File: src/rtl/core/fds_pkg.sv
package fds_pkg;

  // Fixed field widths
  localparam int READING_W  = 64;
  localparam int FRAME_W    = 32;
  localparam int CFG_IDX_W  = 2;
  localparam int CFG_DATA_W = 32;
  localparam int SMOOTH_W   = 4;
  localparam int WIN_W      = SMOOTH_W + 1;
  localparam int WIN_MAX    = 2 ** SMOOTH_W;

  // Parameter defaults
  localparam int HISTORY_DEPTH_DEF = 16;
  localparam int DELTA_WIDTH_DEF   = 32;

  // Configuration register indexes
  localparam logic [CFG_IDX_W-1:0] CFG_SMOOTHING_EXTRA = 2'd0;
  localparam logic [CFG_IDX_W-1:0] CFG_FIXED_STEP      = 2'd1;
  localparam logic [CFG_IDX_W-1:0] CFG_MIN_FRAME       = 2'd2;
  localparam logic [CFG_IDX_W-1:0] CFG_ENABLE          = 2'd3;

  // Input command codes
  localparam logic CMD_UPDATE = 1'b0;
  localparam logic CMD_RESET  = 1'b1;

  // Datapath operations issued by the controller
  typedef enum logic [3:0] {
    OP_NONE,
    OP_CAPTURE,
    OP_RESET,
    OP_FIXED,
    OP_ELAPSED,
    OP_DELTA,
    OP_HOLD,
    OP_STORE,
    OP_SUM,
    OP_DIV_INIT,
    OP_DIV,
    OP_MEAN,
    OP_OUT
  } fds_op_e;

  typedef struct packed {
    fds_op_e op;
  } fds_cmd_t;

  typedef struct packed {
    logic is_reset;
    logic enabled;
    logic fixed_mode;
    logic smooth_on;
    logic sum_done;
    logic div_done;
  } fds_status_t;

endpackage

File: src/rtl/core/fds_if.sv
// Input channel: one event per transaction
interface fds_in_if import fds_pkg::*; ();
  logic                 valid;
  logic                 ready;
  logic                 command;
  logic [READING_W-1:0] counter_value;

  modport source (output valid, command, counter_value, input ready);
  modport sink   (input valid, command, counter_value, output ready);
endinterface

// Output channel: one report per transaction
interface fds_out_if import fds_pkg::*; ();
  logic                 valid;
  logic                 ready;
  logic [FRAME_W-1:0]   frame_ticks;
  logic [READING_W-1:0] elapsed_ticks;

  modport source (output valid, frame_ticks, elapsed_ticks, input ready);
  modport sink   (input valid, frame_ticks, elapsed_ticks, output ready);
endinterface

File: src/rtl/core/frame_delta_smoother.sv
// Frame period measurement with a moving average. Each input transaction is
// either a reset (captures the counter reading as the new base and clears the
// elapsed time, the held frame value and the history) or an update, and each
// produces exactly one output transaction with the held frame duration and the
// elapsed time since the base, both in counter ticks. One event at a time is
// processed: a reset, a disabled update or a fixed-step update goes from
// decode straight to finish; a measured update without smoothing also takes
// the elapsed, delta and hold steps; with smoothing it stores the delta, sums
// the window (W = window length, up to 16) by a sequential read of the history
// RAM and forms the mean by a one-bit-per-cycle divide of the sum by W. A new
// event is accepted as soon as the previous result sits in the output
// register. Configuration must only be written while no event is in
// flight.
module frame_delta_smoother import fds_pkg::*; #(
  parameter int HISTORY_DEPTH = HISTORY_DEPTH_DEF,
  parameter int DELTA_WIDTH   = DELTA_WIDTH_DEF
) (
  input  logic                  clk_i,
  input  logic                  rst_ni,
  fds_in_if.sink                in_if,
  fds_out_if.source             out_if,
  input  logic                  cfg_we_i,
  input  logic [CFG_IDX_W-1:0]  cfg_index_i,
  input  logic [CFG_DATA_W-1:0] cfg_data_i
);

  fds_cmd_t    cmd;
  fds_status_t status;

  fds_ctrl u_ctrl (
    .clk_i       (clk_i),
    .rst_ni      (rst_ni),
    .in_valid_i  (in_if.valid),
    .in_ready_o  (in_if.ready),
    .out_ready_i (out_if.ready),
    .out_valid_o (out_if.valid),
    .status_i    (status),
    .cmd_o       (cmd)
  );

  fds_datapath #(
    .HISTORY_DEPTH (HISTORY_DEPTH),
    .DELTA_WIDTH   (DELTA_WIDTH)
  ) u_datapath (
    .clk_i           (clk_i),
    .rst_ni          (rst_ni),
    .cfg_we_i        (cfg_we_i),
    .cfg_index_i     (cfg_index_i),
    .cfg_data_i      (cfg_data_i),
    .command_i       (in_if.command),
    .counter_value_i (in_if.counter_value),
    .cmd_i           (cmd),
    .status_o        (status),
    .frame_ticks_o   (out_if.frame_ticks),
    .elapsed_ticks_o (out_if.elapsed_ticks)
  );

endmodule

File: src/rtl/core/fds_ram.sv
module fds_ram #(
  parameter int WIDTH = 32,
  parameter int DEPTH = 16
) (
  input  logic                     clk_i,
  input  logic                     we_i,
  input  logic [$clog2(DEPTH)-1:0] waddr_i,
  input  logic [WIDTH-1:0]         wdata_i,
  input  logic                     re_i,
  input  logic [$clog2(DEPTH)-1:0] raddr_i,
  output logic [WIDTH-1:0]         rdata_o
);

  logic [WIDTH-1:0] mem_q [DEPTH];
  logic [WIDTH-1:0] rdata_q;

  // Write port and registered read port
  always_ff @(posedge clk_i) begin
    if (we_i) begin
      mem_q[waddr_i] <= wdata_i;
    end
    if (re_i) begin
      rdata_q <= mem_q[raddr_i];
    end
  end

  assign rdata_o = rdata_q;

endmodule

File: src/rtl/core/fds_ctrl.sv
module fds_ctrl import fds_pkg::*; (
  input  logic        clk_i,
  input  logic        rst_ni,
  input  logic        in_valid_i,
  output logic        in_ready_o,
  input  logic        out_ready_i,
  output logic        out_valid_o,
  input  fds_status_t status_i,
  output fds_cmd_t    cmd_o
);

  typedef enum logic [3:0] {
    S_IDLE,
    S_DECODE,
    S_DELTA,
    S_STORE,
    S_SUM,
    S_DIV,
    S_FINISH
  } state_e;

  state_e  state_q, state_d;
  logic    out_valid_q, out_valid_d;
  fds_op_e op;

  // Sequence the datapath through one event
  always_comb begin
    state_d     = state_q;
    out_valid_d = out_valid_q;
    op          = OP_NONE;
    if (out_valid_q && out_ready_i) begin
      out_valid_d = 1'b0;
    end
    case (state_q)
      S_IDLE: begin
        if (in_valid_i) begin
          op      = OP_CAPTURE;
          state_d = S_DECODE;
        end
      end
      S_DECODE: begin
        if (status_i.is_reset) begin
          op      = OP_RESET;
          state_d = S_FINISH;
        end else if (!status_i.enabled) begin
          state_d = S_FINISH;
        end else if (status_i.fixed_mode) begin
          op      = OP_FIXED;
          state_d = S_FINISH;
        end else begin
          op      = OP_ELAPSED;
          state_d = S_DELTA;
        end
      end
      S_DELTA: begin
        op      = OP_DELTA;
        state_d = S_STORE;
      end
      S_STORE: begin
        if (status_i.smooth_on) begin
          op      = OP_STORE;
          state_d = S_SUM;
        end else begin
          op      = OP_HOLD;
          state_d = S_FINISH;
        end
      end
      S_SUM: begin
        if (status_i.sum_done) begin
          op      = OP_DIV_INIT;
          state_d = S_DIV;
        end else begin
          op = OP_SUM;
        end
      end
      S_DIV: begin
        if (status_i.div_done) begin
          op      = OP_MEAN;
          state_d = S_FINISH;
        end else begin
          op = OP_DIV;
        end
      end
      S_FINISH: begin
        // Load the result once the output register is free
        if (!out_valid_q || out_ready_i) begin
          op          = OP_OUT;
          out_valid_d = 1'b1;
          state_d     = S_IDLE;
        end
      end
      default: begin
        state_d = S_IDLE;
      end
    endcase
  end

  always_ff @(posedge clk_i or negedge rst_ni) begin
    if (!rst_ni) begin
      state_q     <= S_IDLE;
      out_valid_q <= 1'b0;
    end else begin
      state_q     <= state_d;
      out_valid_q <= out_valid_d;
    end
  end

  assign in_ready_o  = (state_q == S_IDLE);
  assign out_valid_o = out_valid_q;
  assign cmd_o.op    = op;

endmodule

File: src/rtl/core/fds_datapath.sv
module fds_datapath import fds_pkg::*; #(
  parameter int HISTORY_DEPTH = HISTORY_DEPTH_DEF,
  parameter int DELTA_WIDTH   = DELTA_WIDTH_DEF
) (
  input  logic                  clk_i,
  input  logic                  rst_ni,
  input  logic                  cfg_we_i,
  input  logic [CFG_IDX_W-1:0]  cfg_index_i,
  input  logic [CFG_DATA_W-1:0] cfg_data_i,
  input  logic                  command_i,
  input  logic [READING_W-1:0]  counter_value_i,
  input  fds_cmd_t              cmd_i,
  output fds_status_t           status_o,
  output logic [FRAME_W-1:0]    frame_ticks_o,
  output logic [READING_W-1:0]  elapsed_ticks_o
);

  localparam int SLOT_W = $clog2(HISTORY_DEPTH);
  localparam int CMP_W  = (SLOT_W > WIN_W) ? SLOT_W : WIN_W;
  localparam int SUM_W  = DELTA_WIDTH + SMOOTH_W;
  localparam int DCNT_W = $clog2(DELTA_WIDTH + 1);
  localparam int HD_CAP = (HISTORY_DEPTH < WIN_MAX) ? HISTORY_DEPTH : WIN_MAX;
  localparam logic [READING_W-1:0] DELTA_MAX =
    (READING_W'(1) << DELTA_WIDTH) - READING_W'(1);

  function automatic logic [DELTA_WIDTH-1:0] sat_delta(input logic [READING_W-1:0] v);
    logic [READING_W-1:0] s;
    s = (v > DELTA_MAX) ? DELTA_MAX : v;
    return DELTA_WIDTH'(s);
  endfunction

  // Configuration registers
  logic [SMOOTH_W-1:0]   smooth_extra_q;
  logic [CFG_DATA_W-1:0] fixed_step_q;
  logic [CFG_DATA_W-1:0] min_frame_q;
  logic                  enable_q;

  // Measurement state
  logic                     cmd_q;
  logic [READING_W-1:0]     reading_q;
  logic [READING_W-1:0]     base_q;
  logic [READING_W-1:0]     elapsed_now_q;
  logic [READING_W-1:0]     elapsed_last_q;
  logic [DELTA_WIDTH-1:0]   held_q;
  logic [DELTA_WIDTH-1:0]   delta_q;
  logic [SLOT_W-1:0]        slot_q;
  logic [HISTORY_DEPTH-1:0] hist_valid_q;

  // Window sum and divider
  logic [WIN_W-1:0]       rd_cnt_q;
  logic                   rd_vld_q;
  logic                   rd_hit_q;
  logic [SUM_W-1:0]       acc_q;
  logic [SMOOTH_W-1:0]    rem_q;
  logic [DELTA_WIDTH-1:0] quo_q;
  logic [DCNT_W-1:0]      div_cnt_q;

  // Output payload
  logic [FRAME_W-1:0]   frame_out_q;
  logic [READING_W-1:0] elapsed_out_q;

  logic [WIN_W-1:0]       win;
  logic [WIN_W-1:0]       ext1;
  logic [READING_W-1:0]   fixed_sum;
  logic [READING_W-1:0]   diff;
  logic [DELTA_WIDTH-1:0] floor_v;
  logic [DELTA_WIDTH-1:0] store_v;
  logic [SLOT_W-1:0]      slot_eff;
  logic [CMP_W-1:0]       slot_inc;
  logic [SLOT_W-1:0]      slot_next;
  logic                   rd_issue;
  logic [SLOT_W-1:0]      rd_addr;
  logic [DELTA_WIDTH-1:0] rd_data;
  logic                   ram_we;
  logic [WIN_W-1:0]       div_t;
  logic                   div_ge;

  // Window length limited to the store
  always_comb begin
    ext1 = WIN_W'(smooth_extra_q) + WIN_W'(1);
    win  = (ext1 > WIN_W'(HD_CAP)) ? WIN_W'(HD_CAP) : ext1;
  end

  // Per-operation combinational terms
  always_comb begin
    fixed_sum = elapsed_now_q + READING_W'(fixed_step_q);
    diff      = elapsed_now_q - elapsed_last_q;
    floor_v   = sat_delta(READING_W'(min_frame_q));
    store_v   = (delta_q < floor_v) ? floor_v : delta_q;
    slot_eff  = (CMP_W'(slot_q) >= CMP_W'(win)) ? '0 : slot_q;
    slot_inc  = CMP_W'(slot_eff) + CMP_W'(1);
    slot_next = (slot_inc >= CMP_W'(win)) ? '0 : SLOT_W'(slot_inc);
    rd_issue  = (cmd_i.op == OP_SUM) && (rd_cnt_q < win);
    rd_addr   = SLOT_W'(rd_cnt_q);
    ram_we    = (cmd_i.op == OP_STORE);
    div_t     = {rem_q, quo_q[DELTA_WIDTH-1]};
    div_ge    = (div_t >= win);
  end

  fds_ram #(
    .WIDTH (DELTA_WIDTH),
    .DEPTH (HISTORY_DEPTH)
  ) u_hist_ram (
    .clk_i   (clk_i),
    .we_i    (ram_we),
    .waddr_i (slot_eff),
    .wdata_i (store_v),
    .re_i    (rd_issue),
    .raddr_i (rd_addr),
    .rdata_o (rd_data)
  );

  // Configuration writes
  always_ff @(posedge clk_i or negedge rst_ni) begin
    if (!rst_ni) begin
      smooth_extra_q <= '0;
      fixed_step_q   <= '0;
      min_frame_q    <= CFG_DATA_W'(1);
      enable_q       <= 1'b1;
    end else if (cfg_we_i) begin
      case (cfg_index_i)
        CFG_SMOOTHING_EXTRA: smooth_extra_q <= cfg_data_i[SMOOTH_W-1:0];
        CFG_FIXED_STEP:      fixed_step_q   <= cfg_data_i;
        CFG_MIN_FRAME:       min_frame_q    <= cfg_data_i;
        CFG_ENABLE:          enable_q       <= cfg_data_i[0];
        default: ;
      endcase
    end
  end

  // Measurement state updates
  always_ff @(posedge clk_i or negedge rst_ni) begin
    if (!rst_ni) begin
      base_q         <= '0;
      elapsed_now_q  <= '0;
      elapsed_last_q <= '0;
      held_q         <= '0;
      slot_q         <= '0;
      hist_valid_q   <= '0;
    end else begin
      case (cmd_i.op)
        OP_RESET: begin
          base_q         <= reading_q;
          elapsed_now_q  <= '0;
          elapsed_last_q <= '0;
          held_q         <= '0;
          slot_q         <= '0;
          hist_valid_q   <= '0;
        end
        OP_FIXED: begin
          elapsed_now_q  <= fixed_sum;
          elapsed_last_q <= fixed_sum;
          held_q         <= sat_delta(READING_W'(fixed_step_q));
        end
        OP_ELAPSED: begin
          elapsed_now_q <= reading_q - base_q;
        end
        OP_DELTA: begin
          elapsed_last_q <= elapsed_now_q;
        end
        OP_HOLD: begin
          held_q <= delta_q;
        end
        OP_STORE: begin
          hist_valid_q[slot_eff] <= 1'b1;
          slot_q                 <= slot_next;
        end
        OP_MEAN: begin
          held_q <= quo_q;
        end
        default: ;
      endcase
    end
  end

  // Capture, delta, window sum and divider payload
  always_ff @(posedge clk_i) begin
    case (cmd_i.op)
      OP_CAPTURE: begin
        cmd_q     <= command_i;
        reading_q <= counter_value_i;
      end
      OP_DELTA: begin
        delta_q <= diff[READING_W-1] ? '0 : sat_delta(diff);
      end
      OP_STORE: begin
        rd_cnt_q <= '0;
        rd_vld_q <= 1'b0;
        acc_q    <= '0;
      end
      OP_SUM: begin
        if (rd_issue) begin
          rd_cnt_q <= rd_cnt_q + WIN_W'(1);
          rd_hit_q <= hist_valid_q[rd_addr];
        end
        rd_vld_q <= rd_issue;
        if (rd_vld_q && rd_hit_q) begin
          acc_q <= acc_q + SUM_W'(rd_data);
        end
      end
      OP_DIV_INIT: begin
        rem_q     <= acc_q[SUM_W-1:DELTA_WIDTH];
        quo_q     <= acc_q[DELTA_WIDTH-1:0];
        div_cnt_q <= '0;
      end
      OP_DIV: begin
        rem_q     <= div_ge ? SMOOTH_W'(div_t - win) : div_t[SMOOTH_W-1:0];
        quo_q     <= {quo_q[DELTA_WIDTH-2:0], div_ge};
        div_cnt_q <= div_cnt_q + DCNT_W'(1);
      end
      OP_OUT: begin
        frame_out_q   <= FRAME_W'(held_q);
        elapsed_out_q <= elapsed_now_q;
      end
      default: ;
    endcase
  end

  assign status_o.is_reset   = (cmd_q == CMD_RESET);
  assign status_o.enabled    = enable_q;
  assign status_o.fixed_mode = (fixed_step_q != '0);
  assign status_o.smooth_on  = (smooth_extra_q != '0);
  assign status_o.sum_done   = (rd_cnt_q == win) && !rd_vld_q;
  assign status_o.div_done   = (div_cnt_q == DCNT_W'(DELTA_WIDTH));

  assign frame_ticks_o   = frame_out_q;
  assign elapsed_ticks_o = elapsed_out_q;

endmodule
File: src/flat_wrapper.sv
// flat-port wrapper written by rule: the top's interface ports become plain ports
module frame_delta_smoother_flat import fds_pkg::*;
#(
  parameter int HISTORY_DEPTH = HISTORY_DEPTH_DEF,
  parameter int DELTA_WIDTH   = DELTA_WIDTH_DEF
)
  (clk_i, rst_ni, cfg_we_i, cfg_index_i, cfg_data_i, in_if_valid, in_if_command, in_if_counter_value, in_if_ready, out_if_valid, out_if_frame_ticks, out_if_elapsed_ticks, out_if_ready);
  fds_in_if in_if_i ();
  fds_out_if out_if_i ();
  input  logic clk_i;
  input  logic rst_ni;
  input  logic cfg_we_i;
  input  logic [CFG_IDX_W-1:0] cfg_index_i;
  input  logic [CFG_DATA_W-1:0] cfg_data_i;
  input wire logic [$bits(in_if_i.valid)-1:0] in_if_valid;
  input wire logic [$bits(in_if_i.command)-1:0] in_if_command;
  input wire logic [$bits(in_if_i.counter_value)-1:0] in_if_counter_value;
  output wire logic [$bits(in_if_i.ready)-1:0] in_if_ready;
  output wire logic [$bits(out_if_i.valid)-1:0] out_if_valid;
  output wire logic [$bits(out_if_i.frame_ticks)-1:0] out_if_frame_ticks;
  output wire logic [$bits(out_if_i.elapsed_ticks)-1:0] out_if_elapsed_ticks;
  input wire logic [$bits(out_if_i.ready)-1:0] out_if_ready;
  assign in_if_i.valid = in_if_valid;
  assign in_if_i.command = in_if_command;
  assign in_if_i.counter_value = in_if_counter_value;
  assign in_if_ready = in_if_i.ready;
  assign out_if_valid = out_if_i.valid;
  assign out_if_frame_ticks = out_if_i.frame_ticks;
  assign out_if_elapsed_ticks = out_if_i.elapsed_ticks;
  assign out_if_i.ready = out_if_ready;
  frame_delta_smoother #(.HISTORY_DEPTH(HISTORY_DEPTH), .DELTA_WIDTH(DELTA_WIDTH)) u_core (.clk_i(clk_i), .rst_ni(rst_ni), .in_if(in_if_i), .out_if(out_if_i), .cfg_we_i(cfg_we_i), .cfg_index_i(cfg_index_i), .cfg_data_i(cfg_data_i));
endmodule
File: config.mk
export PLATFORM = sky130hd
export DESIGN_NAME = frame_delta_smoother_flat
export DESIGN_NICKNAME = d
export VERILOG_FILES = /design/src/rtl/core/fds_pkg.sv /design/src/rtl/core/fds_if.sv /design/src/rtl/core/frame_delta_smoother.sv /design/src/rtl/core/fds_ram.sv /design/src/rtl/core/fds_ctrl.sv /design/src/rtl/core/fds_datapath.sv /design/src/flat_wrapper.sv
export SDC_FILE = /design/constraint.sdc
export NUM_CORES = 2
export LEC_CHECK = 0
export BUFFER_PORTS_ARGS = -buffer_cell sky130_fd_sc_hd__buf_2
export CORE_MARGIN = 5
export CORE_UTILIZATION = 56
export CTS_CLUSTER_SIZE = 8
export DETAILED_ROUTE_END_ITERATION = 8
export MAX_ROUTING_LAYER = met4
export PLACE_DENSITY_LB_ADDON = 0.3
export SLEW_MARGIN = 20
export SYNTH_ARGS = -nofsm -noshare
export SYNTH_HDL_FRONTEND = slang
export SYNTH_SLANG_ARGS = --single-unit
File: constraint.sdc
create_clock -name clk_i -period 16.3 [get_ports clk_i]
set_input_delay 1.63 -clock clk_i [delete_from_list [all_inputs] [get_ports clk_i]]
set_output_delay 1.63 -clock clk_i [all_outputs]
set_load 0.05 [all_outputs]
# Yosys cells after proc, flatten, opt, wreduce, memory -nomap -nowiden
# Memory sizes are Yosys's and may differ from the RTL's. A register that Yosys moved wholly into a read port is not among the register bits.
# Cells that the tools add are included.
[totals]
register_bits = 596
ram_bits = 512
output_inout_bits = 98
elab_cells = 146
n_memories = 1
[classes]
addsub = 9
n_lt_le_gt_ge = 10
n_eq_ne = 29
n_mux = 46
bitwise = 1
reduce_logical = 26
[mem_list]
columns = ["memory", "words", "width", "read_ports", "rd_ports_with_merged_regs", "write_ports", "line", "rtl"]
rows = [
  ["u_core.u_datapath.u_hist_ram.mem_q", 16, 32, 1, 1, 1, "fds_ram.sv:14", "logic [WIDTH-1:0] mem_q [DEPTH];"],
]
[op_table]
columns = ["op", "n"]
rows = [
  ["64-bit case mux with 3 select lines", 2],
  ["32-bit case mux with 4 select lines", 1],
  ["64-bit subtractor", 2],
  ["36-bit case mux with 2 select lines", 1],
  ["64-bit by 32-bit adder with 64-bit output", 1],
  ["64-bit by 32-bit > comparator with 1-bit output, second input constant", 1],
  ["32-bit 2-to-1 mux", 2],
  ["32-bit case mux with 2 select lines", 1],
  ["4-bit case mux with 7 select lines", 2],
  ["36-bit by 32-bit adder with 36-bit output", 1],
  ["36-bit 2-to-1 mux", 1],
  ["32-bit less-than comparator", 1],
  ["4-bit 2-to-1 mux", 8],
  ["16-bit case mux with 2 select lines", 1],
  ["32-bit nonzero test", 1],
  ["4-bit by 3-bit == test with 1-bit output, second input constant", 7],
  ["4-bit == test, second input constant", 5],
  ["3-bit 2-to-1 mux", 6],
  ["4-bit by 2-bit == test with 1-bit output, second input constant", 4],
  ["16-bit OR", 1],
  ["4-bit case mux with 2 select lines", 2],
  ["2-bit AND reduction", 7],
  ["6-bit case mux with 2 select lines", 1],
  ["1-bit 2-to-1 mux", 11],
  ["32 further kinds", 51],
]

# Longest topological paths before layout
[logic_depth]
word_depth = 11
ltp_mapped = 20

# By module
# Synthesis repeated with hierarchy kept, for this count alone.
[hier_totals]
hier_cells = 4573
area_unflattened_um2 = 56472.9
[modules_own_cells]
columns = ["module", "instances", "cells_per_inst", "area_each_um2"]
rows = [
  ["fds_datapath", 1, 3697, 35990.8],
  ["fds_ram", 1, 838, 20155.6],
  ["fds_ctrl", 1, 38, 326.6],
]

# Least setup slack after synthesis
# No wires, ideal clock.
[synth_path]
kind = "register to register"
start = "register u_core.u_datapath.rd_cnt_q[0]"
end = "register u_core.u_datapath.rd_vld_q (data pin)"
setup_time_ps = 1243
arrival_time_ps = 8129
slack_ps = 6929
stages_incl_launch_ff = 13
path_buffers = 4
synth_period_minus_slack_ps = 9371
path_cell_list = "edfxtp_1 > clkbuf_1 > buf_1 > buf_1 > inv_1 > ha_1 > nand4_1 > nor2_1 > nor4_1 > nand2_1 > or3_1 > clkbuf_1 > a2111oi_0"
[synth_between]
elab_chain_len = 7
[synth_lines]
columns = ["element", "line", "rtl"]
rows = [
  ["from (decl)", "fds_datapath.sv:50", "logic [WIN_W-1:0] rd_cnt_q;"],
  ["from (signal assigned)", "fds_datapath.sv:193", "rd_cnt_q <= rd_cnt_q + WIN_W'(1);"],
  ["5-bit == test", "fds_datapath.sv:223", "assign status_o.sum_done = (rd_cnt_q == win) && !rd_vld_q;"],
  ["1-bit logical AND", "fds_datapath.sv:223", ""],
  ["1-bit 2-to-1 mux", "fds_ctrl.sv:69", "if (status_i.sum_done) begin"],
  ["4-bit case mux with 7 select lines", "fds_ctrl.sv:34", "case (state_q)"],
  ["4-bit == test", "fds_datapath.sv:93", "rd_issue = (cmd_i.op == OP_SUM) && (rd_cnt_q < win);"],
  ["1-bit logical AND (*)", "fds_datapath.sv:93", ""],
  ["via u_core.u_datapath.rd_issue", "fds_datapath.sv:71", "logic rd_issue;"],
  ["1-bit case mux with 2 select lines (*)", "fds_datapath.sv:178", "case (cmd_i.op)"],
  ["to (signal assigned)", "fds_datapath.sv:196", "rd_vld_q <= rd_issue;"],
  ["to (decl)", "fds_datapath.sv:51", "logic rd_vld_q;"],
]
# Mark *: on every way through the listed nets, which the timed path passes. The rest lies on a longest branch.
# A chain may end at the register's enable or synchronous reset.

# Worst setup path in the final report
[layout_path]
start = "register u_core.u_datapath.elapsed_now_q[0]"
end = "register u_core.u_datapath.delta_q[1] (data pin)"
[layout_between]
elab_chain_len = 3
[layout_lines]
columns = ["element", "line", "rtl"]
rows = [
  ["from (decl)", "fds_datapath.sv:42", "logic [READING_W-1:0] elapsed_now_q;"],
  ["from (signal assigned)", "fds_datapath.sv:151", "elapsed_now_q <= fixed_sum;"],
  ["from (signal assigned)", "fds_datapath.sv:156", "elapsed_now_q <= reading_q - base_q;"],
  ["64-bit subtractor (*)", "fds_datapath.sv:87", "diff = elapsed_now_q - elapsed_last_q;"],
  ["64-bit by 32-bit > comparator with 1-bit output", "fds_datapath.sv:28", "s = (v > DELTA_MAX) ? DELTA_MAX : v;"],
  ["32-bit 2-to-1 mux", "fds_datapath.sv:28", ""],
  ["to (signal assigned)", "fds_datapath.sv:184", "delta_q <= diff[READING_W-1] ? '0 : sat_delta(diff);"],
  ["to (decl)", "fds_datapath.sv:45", "logic [DELTA_WIDTH-1:0] delta_q;"],
]
# Every way passes the cells marked *; elsewhere a longest branch is shown, timed or not.

==> metrics.cfg <==
[run_status]
status = complete, no violations

[drt]
first_pass_iters = 9
drt-total-wl_mm = 161.4
ant_nets = 0
drtIter0Drc = 5131
via_per_inst = 6.454
vias = 39510
drc = 0
wl_per_cell_um = 26.37

[yosys]
synth_fp_nets = 4797
synth_area_um2 = 56670
synth_seq_cells = 1139
yosys.area.top_type = edfxtp_1
synth_cell_types = 109
synth_area_leaders = edfxtp_1, dfrtp_1, mux4_2, ha_1, nand2_1
syn_avg_cell_area_um2 = 12.77
synth-edff-count = 822
yosysWarnings = 0
synth-seq-area-share = 0.5756
syn_inst = 4439
async_flop_share = 0.2783
synth_ff_type = edfxtp_1
synth_top_area_frac = 0.4356

[floorplanning]
num_io_pins = 202
initial_core_util = 0.5650
die_h_um = 328.1
die_w_um = 328.1
fp-row-count = 116
design.core.area_um2 = 100300
die_area_um2 = 107700

[critical_path]
cp.arrival_ns = 5.32
required_ns = 16.77
cp-start-kind = register
critical_path_class = reg -> reg
r2r_setup_slack_ns = 11.45
cp-end-kind = register
crit_fanout = 32

[final_layout]
stdcell_count = 6121
final_layout_size_suffix_gt1_frac = 0.1758
syn_to_final_growth_pct = 12.59
nNetsFinal = 5021
fin_area_um2 = 63800

[clock_tree]
tritoncts = built
tritoncts.num_buffers = 160
cts_setup_buffers = 0
cts_sinks = 1139
cts_hold_buffers = 0
root_buffer = clkbuf_16
clkLatencyLatePin_ns = 0.77
clock_path_buffers = 3
post_cts_resized = 0
path_clk_slew_ns = 0.05
h-tree-depth = 4

[placed_design]
place_ws_ns = 11.64
post-dp-hpwl_mm = 107.9
place_inst = 5855
dpl_cell_area_um2 = 59130
gp_congestion = 0.9840
io_buffers = 201

[sta]
hold_violations = 0
finalSetupTns_ns = 0
slew_headroom = 0.2130
min_period_ns = 4.850
max_freq_mhz = 206.2
worst_pin_slew_ns = 1.181
setup_viol = 0
fin_ws_ns = 11.45
period_share = 0.2975
grt_setup_unrepaired = false
drv_slew = 0
skew_ns = 0.04203

[grt]
grt.total_usage = 0.3061
grt_overflow = 0
grt_pass1_vias = 38140
grt_pass1_wl_mm = 240.4
antenna_found_initial = 4
grt_max_degree = 143

[pwr]
peakVddDrop_mv = 0.1522
leakage_nw = 24.90
power_mw = 12.08
p_per_area_nw_per_um2 = 189.3

[min_path]
hold_path_class = reg -> reg

[job]
maxCapViolCount = 0

-- cell usage in the layout, fill, tap and decap left out, types with 21 or more instances in the layout --
| cell | count |
|---|---|
| clkbuf_1 | 86 |
| nor3_1 | 61 |
| buf_2 | 201 |
| a21oi_2 | 33 |
| xor2_1 | 81 |
| nor4_1 | 24 |
| clkbuf_16 | 161 |
| nor2_1 | 231 |
| dfrtp_1 | 315 |
| o311ai_0 | 29 |
| nand4_1 | 57 |
| mux4_2 | 165 |
| edfxtp_1 | 822 |
| and3_1 | 33 |
| a211oi_1 | 21 |
| o211ai_1 | 45 |
| and2_1 | 27 |
| a31oi_1 | 22 |
| a21o_1 | 119 |
| mux2_2 | 123 |
| xnor2_1 | 93 |
| o21bai_1 | 34 |
| nand2_1 | 403 |
| inv_1 | 237 |
| buf_4 | 52 |
| nor2b_1 | 28 |
| nand2b_1 | 21 |
| a221o_1 | 28 |
| ha_1 | 249 |
| a21oi_1 | 259 |
| o21ai_0 | 212 |
| o21a_1 | 31 |
| nand3_1 | 81 |
| a222oi_1 | 32 |
| or3_1 | 21 |
-- cells in the mapped netlist, drive strengths merged, types with 47 or more instances --
library cell  count
edfxtp          822
nand2           405
dfrtp           315
a21oi           294
ha              249
inv             238
nor2            237
o21ai           231
mux4            165
clkbuf          145
mux2            134
a21o            119
xnor2            93
nand3            82
xor2             81
nor3             64
nand4            57
buf              51
o211ai           47
-- flip-flops by register name (all words and copies together), names as in the netlist, 36 cells and up --
signal and flops:
u_core.u_datapath.acc_q 36, u_core.u_datapath.base_q 64, u_core.u_datapath.elapsed_last_q 64, u_core.u_datapath.elapsed_now_q 64, u_core.u_datapath.elapsed_ticks_o 64, u_core.u_datapath.reading_q 64
u_core.u_datapath.u_hist_ram.mem_q 512
-- power breakdown --
| group | internal [mW] | switching [mW] | total (mW) |
|---|---|---|---|
| sequential | 3.80 | 0.282 | 4.08 |
| clock | 1.83 | 1.25 | 3.08 |
| combinational | 1.70 | 3.22 | 4.92 |
-- cell type report --
| cell class | count | area (um^2) |
|---|---|---|
| Antenna cell | 3 | 7.507 |
| Multi-Input combinational cell | 2866 | 22470 |
| Fill cell | 7413 | 36490 |
| Clock inverter | 12 | 237.7 |
| Timing Repair Buffer | 258 | 1506 |
| Clock buffer | 248 | 4365 |
| Tap cell | 1357 | 1698 |
| Sequential cell | 1139 | 32620 |
| Inverter | 238 | 895.9 |
-- critical path, stage by stage (launching register included) --
cell and delay (ns):
dfrtp_1 0.42, inv_1 0.07, ha_1 0.20, inv_1 0.07, fa_1 0.25, a211oi_2 0.11
o211ai_2 0.29, a31oi_4 0.16, o31ai_1 0.84, a41oi_1 0.28, xnor2_1 0.21, a2111oi_2 0.33
nand4_1 0.22, nor4_4 0.35, buf_4 0.55, a21oi_1 0.15
-- layer usage --
layer	global-route usage	vias up	wire length, um
met3	0.07163	319	17630
met2	0.4403	2120	71170
li1	-	17330	-
met1	0.4406	19730	67670
met5	-	-	0
met4	0.09142	0	4947
-- worst paths after layout --
path	cells past startpoint	endpoint	startpoint
setup / recovery	15	u_core.u_datapath.delta_q[1]	u_core.u_datapath.elapsed_now_q[0]
hold / removal	0	u_core.u_datapath.frame_ticks_o[29]	u_core.u_datapath.held_q[29]
setup reg to reg	15	u_core.u_datapath.delta_q[1]	u_core.u_datapath.elapsed_now_q[0]
hold reg to reg	0	u_core.u_datapath.frame_ticks_o[29]	u_core.u_datapath.held_q[29]
max in group asynchronous	2	u_core.u_datapath.hist_valid_q[10]	rst_ni
min in group asynchronous	1	u_core.u_datapath.elapsed_last_q[26]	rst_ni
-- cell families (layout without fill, tap and decap cells) --
family                   after synthesis  in the layout  synth area share
AO/OA/AOI/OAI                       1062           1062            0.1286
XOR/XNOR                             174            174           0.02689
adder cells (fa/ha/maj)              254            254           0.05675
buffers and inverters                434            756           0.02976
flip-flops                          1139           1139            0.5756
multiplexers                         308            308           0.09380
other                                  0              3                 0
AND/OR/NAND/NOR                     1068           1068           0.08852
-- through the flow --
step | utilization | hold WS, ns
CTS | 0.6354 | 0.4423
detailed placement | 0.5896 | 0.4310
global placement | 0.5896 | 0.4311
global route | 0.6361 | 0.4595
floorplan | - | 0.4248
finish | 0.6361 | 0.4436
No activity file was read; power rests on OpenSTA's default activity.
